## config.mk

```make
export PLATFORM = sky130hd
export DESIGN_NAME = uart_to_three_wire_burst_bridge_unit
export DESIGN_NICKNAME = d
export VERILOG_FILES = /design/src/hw/rtl/u3wb_pkg.sv /design/src/hw/rtl/u3wb_front.sv /design/src/hw/rtl/u3wb_jobq.sv /design/src/hw/rtl/u3wb_back.sv /design/src/hw/rtl/uart_to_three_wire_burst_bridge_unit.sv
export SDC_FILE = /design/constraint.sdc
export NUM_CORES = 1
export LEC_CHECK = 0
export BUFFER_PORTS_ARGS = -buffer_cell sky130_fd_sc_hd__buf_4
export CORE_MARGIN = 2
export CORE_UTILIZATION = 40
export CTS_CLUSTER_SIZE = 24
export DETAILED_ROUTE_END_ITERATION = 10
export PLACE_DENSITY = 0.55
export SLEW_MARGIN = 20
export SYNTH_ARGS = -nofsm -noshare
export SYNTH_HDL_FRONTEND = slang
export SYNTH_HIERARCHICAL = 1
export SYNTH_SLANG_ARGS = --single-unit
```

## constraint.sdc

```tcl
create_clock -name clk -period 4.26 [get_ports clk]
set_input_delay 0.852 -clock clk [delete_from_list [all_inputs] [get_ports clk]]
set_output_delay 0.852 -clock clk [all_outputs]
set_load 0.02 [all_outputs]
```

## src/hw/rtl/u3wb_pkg.sv

```systemverilog
package u3wb_pkg;

  localparam int BURST_BYTES = 8;
  localparam int BC_W = (BURST_BYTES > 1) ? $clog2(BURST_BYTES) : 1;

  localparam int JQ_DEPTH = 4;
  localparam int JQ_AW = $clog2(JQ_DEPTH);

  localparam int STEP_W = 4;

  localparam logic [1:0] MODE_IDLE  = 2'd0;
  localparam logic [1:0] MODE_READ  = 2'd1;
  localparam logic [1:0] MODE_WRITE = 2'd2;

  localparam logic [7:0] CMD_ID     = 8'h00;
  localparam logic [7:0] CMD_RD_CLK = 8'h01;
  localparam logic [7:0] CMD_WR_CLK = 8'h02;
  localparam logic [7:0] CMD_RD_RAM = 8'h03;
  localparam logic [7:0] CMD_WR_RAM = 8'h04;

  localparam logic [7:0] CODE_RD_CLK = 8'hBF;
  localparam logic [7:0] CODE_RD_RAM = 8'hFF;
  localparam logic [7:0] CODE_WR_CLK = 8'hBE;
  localparam logic [7:0] CODE_WR_RAM = 8'hFE;
  localparam logic [7:0] ID_BYTE     = 8'h39;

  localparam logic [1:0] KIND_TX  = 2'd0;
  localparam logic [1:0] KIND_CE  = 2'd1;
  localparam logic [1:0] KIND_CLK = 2'd2;
  localparam logic [1:0] KIND_DRV = 2'd3;

  localparam logic [1:0] OP_ID     = 2'd0;
  localparam logic [1:0] OP_SHIFT  = 2'd1;
  localparam logic [1:0] OP_SAMPLE = 2'd2;

  typedef struct packed {
    logic [1:0] op;
    logic       pulse;
    logic [7:0] data;
    logic       done;
    logic       fin;
  } job_t;

  typedef struct packed {
    logic [1:0] kind;
    logic [7:0] tx_byte;
    logic       io_bit;
    logic       io_drive;
    logic       last;
  } result_t;

endpackage

```

## src/hw/rtl/u3wb_front.sv

```systemverilog
module u3wb_front (
  input  logic          clk,
  input  logic          rst_n,
  input  logic          acc,
  input  logic          func,
  input  logic [7:0]    rx_byte,
  input  logic          line_bit,
  output logic          job_push,
  output u3wb_pkg::job_t job
);
  import u3wb_pkg::*;

  logic [1:0]      mode_r, mode_nxt;
  logic [BC_W-1:0] byte_cnt_r, byte_cnt_nxt;
  logic [2:0]      bit_cnt_r, bit_cnt_nxt;
  logic [7:0]      shift_r, shift_nxt;
  logic [7:0]      new_shift;
  logic            byte_done;
  logic            burst_end;
  logic            has_job;

  assign new_shift = {line_bit, shift_r[7:1]};
  assign byte_done = (bit_cnt_r == 3'd7);
  assign burst_end = (byte_cnt_r == BC_W'(BURST_BYTES - 1));

  always_comb begin
    mode_nxt     = mode_r;
    byte_cnt_nxt = byte_cnt_r;
    bit_cnt_nxt  = bit_cnt_r;
    shift_nxt    = shift_r;
    has_job      = 1'b0;
    job          = '0;
    case (mode_r)
      MODE_READ: begin
        if (func) begin
          has_job  = 1'b1;
          job.op   = OP_SAMPLE;
          job.data = new_shift;
          job.done = byte_done;
          job.fin  = byte_done && burst_end;
          if (byte_done) begin
            bit_cnt_nxt = 3'd0;
            shift_nxt   = 8'd0;
            if (burst_end) begin
              byte_cnt_nxt = '0;
              mode_nxt     = MODE_IDLE;
            end else begin
              byte_cnt_nxt = byte_cnt_r + 1'b1;
            end
          end else begin
            bit_cnt_nxt = bit_cnt_r + 3'd1;
            shift_nxt   = new_shift;
          end
        end
      end
      MODE_WRITE: begin
        if (!func) begin
          has_job  = 1'b1;
          job.op   = OP_SHIFT;
          job.data = rx_byte;
          if (burst_end) begin
            byte_cnt_nxt = '0;
            mode_nxt     = MODE_IDLE;
          end else begin
            byte_cnt_nxt = byte_cnt_r + 1'b1;
          end
        end
      end
      default: begin
        if (!func) begin
          mode_nxt = MODE_IDLE;
          case (rx_byte)
            CMD_ID: begin
              has_job = 1'b1;
              job.op  = OP_ID;
            end
            CMD_RD_CLK, CMD_RD_RAM: begin
              has_job      = 1'b1;
              job.op       = OP_SHIFT;
              job.pulse    = 1'b1;
              job.data     = (rx_byte == CMD_RD_CLK) ? CODE_RD_CLK : CODE_RD_RAM;
              mode_nxt     = MODE_READ;
              byte_cnt_nxt = '0;
              bit_cnt_nxt  = 3'd0;
              shift_nxt    = 8'd0;
            end
            CMD_WR_CLK, CMD_WR_RAM: begin
              has_job      = 1'b1;
              job.op       = OP_SHIFT;
              job.pulse    = 1'b1;
              job.data     = (rx_byte == CMD_WR_CLK) ? CODE_WR_CLK : CODE_WR_RAM;
              mode_nxt     = MODE_WRITE;
              byte_cnt_nxt = '0;
              bit_cnt_nxt  = 3'd0;
            end
            default: begin
            end
          endcase
        end
      end
    endcase
  end

  assign job_push = acc && has_job;

  always_ff @(posedge clk) begin
    if (!rst_n) begin
      mode_r     <= MODE_IDLE;
      byte_cnt_r <= '0;
      bit_cnt_r  <= 3'd0;
      shift_r    <= 8'd0;
    end else if (acc) begin
      mode_r     <= mode_nxt;
      byte_cnt_r <= byte_cnt_nxt;
      bit_cnt_r  <= bit_cnt_nxt;
      shift_r    <= shift_nxt;
    end
  end

endmodule

```

## src/hw/rtl/u3wb_jobq.sv

```systemverilog
module u3wb_jobq (
  input  logic           clk,
  input  logic           rst_n,
  input  logic           push,
  input  u3wb_pkg::job_t wr_job,
  input  logic           pop,
  output u3wb_pkg::job_t head,
  output logic           empty,
  output logic           full
);
  import u3wb_pkg::*;

  job_t             ent_r [JQ_DEPTH];
  logic [JQ_AW-1:0] wr_ptr_r, rd_ptr_r;
  logic [JQ_AW:0]   cnt_r, cnt_nxt;
  logic             do_push, do_pop;

  assign empty   = (cnt_r == '0);
  assign full    = (cnt_r == (JQ_AW + 1)'(JQ_DEPTH));
  assign do_push = push && !full;
  assign do_pop  = pop && !empty;
  assign head    = ent_r[rd_ptr_r];

  always_comb begin
    cnt_nxt = cnt_r;
    if (do_push && !do_pop) begin
      cnt_nxt = cnt_r + 1'b1;
    end else if (do_pop && !do_push) begin
      cnt_nxt = cnt_r - 1'b1;
    end
  end

  always_ff @(posedge clk) begin
    if (do_push) begin
      ent_r[wr_ptr_r] <= wr_job;
    end
  end

  always_ff @(posedge clk) begin
    if (!rst_n) begin
      wr_ptr_r <= '0;
      rd_ptr_r <= '0;
      cnt_r    <= '0;
    end else begin
      cnt_r <= cnt_nxt;
      if (do_push) begin
        wr_ptr_r <= wr_ptr_r + 1'b1;
      end
      if (do_pop) begin
        rd_ptr_r <= rd_ptr_r + 1'b1;
      end
    end
  end

endmodule

```

## src/hw/rtl/u3wb_back.sv

```systemverilog
module u3wb_back (
  input  logic              clk,
  input  logic              rst_n,
  input  u3wb_pkg::job_t    job,
  input  logic              job_empty,
  output logic              job_pop,
  output u3wb_pkg::result_t res,
  output logic              res_valid,
  input  logic              res_pop
);
  import u3wb_pkg::*;

  logic [STEP_W-1:0] step_r;
  logic              out_valid_r;
  result_t           out_r;
  result_t           cur;
  logic              adv;
  logic [2:0]        bit_idx;

  assign bit_idx = step_r[2:0] - {2'b00, job.pulse};

  always_comb begin
    cur = '0;
    case (job.op)
      OP_ID: begin
        cur.kind     = KIND_TX;
        cur.tx_byte  = ID_BYTE;
        cur.io_drive = 1'b1;
        cur.last     = (step_r == STEP_W'(7));
      end
      OP_SHIFT: begin
        cur.io_drive = 1'b1;
        if (job.pulse && step_r == '0) begin
          cur.kind = KIND_CE;
        end else begin
          cur.kind   = KIND_CLK;
          cur.io_bit = job.data[bit_idx];
          cur.last   = job.pulse ? (step_r == STEP_W'(8)) : (step_r == STEP_W'(7));
        end
      end
      OP_SAMPLE: begin
        if (step_r == '0) begin
          cur.kind = KIND_CLK;
          cur.last = !job.done;
        end else if (step_r == STEP_W'(1) && job.fin) begin
          cur.kind     = KIND_DRV;
          cur.io_drive = 1'b1;
        end else begin
          cur.kind     = KIND_TX;
          cur.tx_byte  = job.data;
          cur.io_drive = job.fin;
          cur.last     = 1'b1;
        end
      end
      default: begin
        cur.last = 1'b1;
      end
    endcase
  end

  assign adv       = !job_empty && (!out_valid_r || res_pop);
  assign job_pop   = adv && cur.last;
  assign res       = out_r;
  assign res_valid = out_valid_r;

  always_ff @(posedge clk) begin
    if (adv) begin
      out_r <= cur;
    end
  end

  always_ff @(posedge clk) begin
    if (!rst_n) begin
      step_r      <= '0;
      out_valid_r <= 1'b0;
    end else begin
      if (adv) begin
        out_valid_r <= 1'b1;
        step_r      <= cur.last ? '0 : step_r + 1'b1;
      end else if (res_pop) begin
        out_valid_r <= 1'b0;
      end
    end
  end

endmodule

```

## src/hw/rtl/uart_to_three_wire_burst_bridge_unit.sv

```systemverilog
// channel   ports                                          direction
// input     in_push, in_full, in_func, in_rx_byte,         in
//           in_line_bit
// result    out_empty, out_pop, out_kind, out_tx_byte,     out
//           out_io_bit, out_io_drive, out_last
//
// one input item per cycle while the four-entry job queue has room
// the back-end sequencer issues one result per cycle while the output
// register is empty or being popped; an item causes 0 to 9 results
// rst_n is synchronous: clears mode, counters, job queue and output valid flag
// pop low holds the output register; the back end then stops, the queue
// fills and in_full rises
module uart_to_three_wire_burst_bridge_unit (
  input  logic       clk,
  input  logic       rst_n,
  input  logic       in_push,
  output logic       in_full,
  input  logic       in_func,
  input  logic [7:0] in_rx_byte,
  input  logic       in_line_bit,
  output logic       out_empty,
  input  logic       out_pop,
  output logic [1:0] out_kind,
  output logic [7:0] out_tx_byte,
  output logic       out_io_bit,
  output logic       out_io_drive,
  output logic       out_last
);
  import u3wb_pkg::*;

  logic    acc;
  logic    job_push;
  job_t    job_in;
  job_t    job_head;
  logic    job_empty;
  logic    job_pop;
  result_t res;
  logic    res_valid;

  assign acc = in_push && !in_full;

  u3wb_front u_front (
    .clk      (clk),
    .rst_n    (rst_n),
    .acc      (acc),
    .func     (in_func),
    .rx_byte  (in_rx_byte),
    .line_bit (in_line_bit),
    .job_push (job_push),
    .job      (job_in)
  );

  u3wb_jobq u_jobq (
    .clk    (clk),
    .rst_n  (rst_n),
    .push   (job_push),
    .wr_job (job_in),
    .pop    (job_pop),
    .head   (job_head),
    .empty  (job_empty),
    .full   (in_full)
  );

  u3wb_back u_back (
    .clk       (clk),
    .rst_n     (rst_n),
    .job       (job_head),
    .job_empty (job_empty),
    .job_pop   (job_pop),
    .res       (res),
    .res_valid (res_valid),
    .res_pop   (out_pop)
  );

  assign out_empty    = !res_valid;
  assign out_kind     = res.kind;
  assign out_tx_byte  = res.tx_byte;
  assign out_io_bit   = res.io_bit;
  assign out_io_drive = res.io_drive;
  assign out_last     = res.last;

endmodule

```

==> reports/results.tsv <==
stage	metric	value	unit
outcome	status	complete, no violations	
worst_hold_path	worstHoldStart	u_front/bit_cnt_r[1]	
sta	finalCritPeriodShare	81.5	%
drt	antenna_left	0	
layout	n_antenna_cell	0	
sta	min_period	3.47	ns
die	fp.dieH	111	um
sta	rsz0062_at_grt	false	
pwr	leakagePower	0.00184	uW
grt	grt_pass1_wl	13000	um
synth	syn_area_per_cell	13.9	sq um
layout	area_growth	13.9	%
drt	vias_per_cell	5.11	
setup_path	r2r_cells	12	
worst_hold_path	min_path_cells	2	
worst_hold_path	hp-class	reg -> reg	
setup_path	crit_family	compound AO/OA/AOI/OAI gates	
die	coreArea	11000	sq um
grt	overflow	0	
layout	final_cell_mix	edfxtp_1 (65), buf_4 (33), nand2_1 (30), dfxtp_1 (29), ha_1 (23)	
drt	firstDrtPassIters	4	
pwr	ir_drop	0.200	mV
placement	globalplace.congestion	0.765	
layout	mostFrequentLayoutCell	edfxtp_1	
placement	placed_area	4880	sq um
grt	antenna_found_initial	0	
cts	ctsResizeCount	0	
setup_path	cpMaxStageDelayCell	dfxtp_1	
cts	clk_latency	0.34	ns
sta	finalHoldViolCount	0	
layout	multi_input_area	1870	sq um
cts	postCtsHoldBufs	0	
setup_path	cp-start-kind	flop	
layout	postLayoutCoreUtil	47.2	%
drt	via_count	2570	
synth	ys_seq_area_share	55.7	%
drt	drtIter0Drc	83	
cts	cts_setup_buffers	0	
die	io_pins	29	
synth	synth_cell_types	60	
layout	fill_cells	983	
synth	synth_fp_nets	366	
die	start_util	41.4	%
setup_path	r2r-end	u_jobq/cnt_r[2]	
setup_path	critPathKind	reg -> reg	
setup_path	path_buf_inv	2	
pwr	pwr-share-seq	53.7	%
grt	grt_usage	13.5	%
synth	synth_edf_count	65	
setup_path	path_cells	mux4_2 -> inv_1 -> ha_1 -> a41oi_1 -> a311oi_4 -> o31ai_2 -> ha_1 -> inv_1 -> fa_1 -> xor2_1 -> or3_1 -> a21boi_1	
setup_path	crit_path_max_incr_delay	0.65	ns
synth	ys_ff_latch	94	
cts	htreeDepth	3	
synth	synth_warnings	6	
drt	wire_per_inst	15.5	um
sta	worst_clock_skew	0.00430	ns
cts	clockRootBuffer	clkbuf_16	
setup_path	cp_max_fo	8	
placement	dp_hpwl	5790	um
grt	grt_pass1_vias	2580	
sta	slew_viol_final	0	
cts	clkTransAtPathRegs	0.06	ns
cts	cts_sinks	94	
layout	drive_gt1_share	22.0	%
layout	seqCellArea	2530	sq um
grt	grt_max_degree	37	
pwr	p_switching	359	uW
placement	io_buffers	28	
layout	nets	396	
setup_path	crit_required	4.53	ns
drt	drt_wl_total	7790	um
setup_path	r2r_slack	0.79	ns
die	fp-row-count	38	
cts	cts_tree	done	
pwr	p_int	1450	uW
pwr	clockPowerShare	43.3	%
drt	route.detailed.drc	0	
synth	syn_area	4550	sq um
sta	tightestPinTransition	0.936	ns
synth	synthArstFlopShare	0	%
sta	setup_tns	0	ns
synth	synth_cells	328	
sta	fmax	288	MHz
pwr	finalPower	1810	uW
worst_hold_path	min_to	u_front/bit_cnt_r[1]	
layout	postLayoutCellArea	5180	sq um
synth	synth_ff_type	edfxtp_1	
cts	cts_buffers	9	
setup_path	arrival	3.74	ns
pwr	powerDensity	349	nW/um^2
setup_path	end_kind	flop	
sta	relSlewSlack	37.1	%
pwr	pwr-share-comb	3.1	%
cts	cts_max_path_buffers	2	
flow_run	drv_cap	0	
die	fp.dieW	111	um
pwr	switching_share	19.9	%
sta	setup_viol	0	
die	dieArea	12200	sq um
[flip-flops by register name, summed over array words and instances (netlist names), 3 cells and up, named ones only]
signal and count:
u_front/byte_cnt_r 3, u_back/step_r 4, u_front/bit_cnt_r 3, u_front/shift_r 7, u_jobq/cnt_r 3, u_jobq/ent_r 52, u_back/res 13
[worst max-delay path by stage]
stage	endpoint	slack, ns	cells past startpoint
finish	u_jobq/cnt_r[2]	0.79	12
global route	u_jobq/cnt_r[2]	0.48	12
CTS	u_jobq/cnt_r[2]	0.73	12
detailed placement	u_jobq/cnt_r[2]	0.60	11
global placement	u_jobq/cnt_r[2]	0.66	11
floorplan	u_jobq/cnt_r[2]	0.88	11
[Yosys cell counts (2+ instances only)]
cell type / count / share of area [%]
o21ai_0: 3 / 0.33
nor2b_1: 8 / 1.1
and3_1: 2 / 0.28
nand2_1: 30 / 2.5
nand3b_1: 3 / 0.50
edfxtp_1: 65 / 43
inv_1: 15 / 1.2
mux4_2: 15 / 7.4
a21o_1: 4 / 0.66
nand3_1: 4 / 0.44
nor2b_4: 2 / 0.61
nand2b_1: 2 / 0.28
ha_1: 23 / 6.3
dfxtp_1: 29 / 13
buf_2: 4 / 0.44
nor2_1: 10 / 0.83
nor3_1: 4 / 0.44
nand4_1: 2 / 0.28
xnor2_1: 8 / 1.5
clkbuf_1: 4 / 0.33
nor4_1: 2 / 0.28
mux2i_1: 18 / 4.0
nor3b_1: 2 / 0.33
a221o_1: 6 / 1.3
a21boi_1: 2 / 0.33
a21boi_0: 2 / 0.33
nor3b_2: 6 / 1.7
o21a_1: 4 / 0.66
buf_6: 4 / 0.99
and2_1: 15 / 2.1
[layer usage]
metal	track usage, %	up-vias	part of all wire (%)
met5	0	-	0
met1	16.6	1238	46
li1	-	1289	-
met3	4.45	6	3.3
met4	3.75	0	1.0
met2	22.7	37	50
[cells by family (layout without fill, tap and decap cells)]
kind of cell / Yosys count / count (layout) / share of synthesized area (%)
multiplexers: 33 / 33 / 11.4
adder cells (fa/ha/maj): 24 / 24 / 6.77
buffers and inverters: 29 / 64 / 3.19
flip-flops: 94 / 94 / 55.7
XOR/XNOR: 9 / 9 / 1.73
AND/OR/NAND/NOR: 102 / 102 / 13.9
AO/OA/AOI/OAI: 37 / 37 / 7.37
[cell type report]
type / count / area share [%]
Sequential cell: 94 / 48.9
Clock buffer: 9 / 4.35
Inverter: 15 / 1.09
Clock inverter: 7 / 1.40
Tap cell: 140 / 3.38
Timing Repair Buffer: 33 / 4.78
Multi-Input combinational cell: 205 / 36.1
[power by group through the flow]
| stage | sequential [uW] | combinational, uW | clock (uW) |
|---|---|---|---|
| after floorplan | 991 | 32.5 | 0 |
| after global placement | 989 | 55.1 | 0 |
| after detailed placement | 989 | 56.0 | 0 |
| after CTS | 969 | 56.2 | 811 |
| after global routing | 969 | 60.8 | 847 |
| final | 969 | 55.4 | 782 |
[worst register-to-register path: cells and delay by family, from the launching register on]
kind,cells,cell delay [ns]
and+or+nand+nor,1,0.31
buffers and inverters,2,0.17
DFF,1,0.65
AOI/OAI and AO/OA,4,0.90
adders and majority gates,3,0.69
muxes,1,0.62
xor gates and xnor gates,1,0.07
[stage by stage]
step           std cells  setup WS (ns)  hold slack [ns]
2_1_floorplan        328          0.881            0.435
3_3_place_gp         487          0.660            0.446
3_5_place_dp         487          0.601            0.455
4_1_cts              503          0.727            0.464
5_1_grt              503          0.476            0.482
6_report             503          0.789            0.459
(Power assumes the default switching activity.)
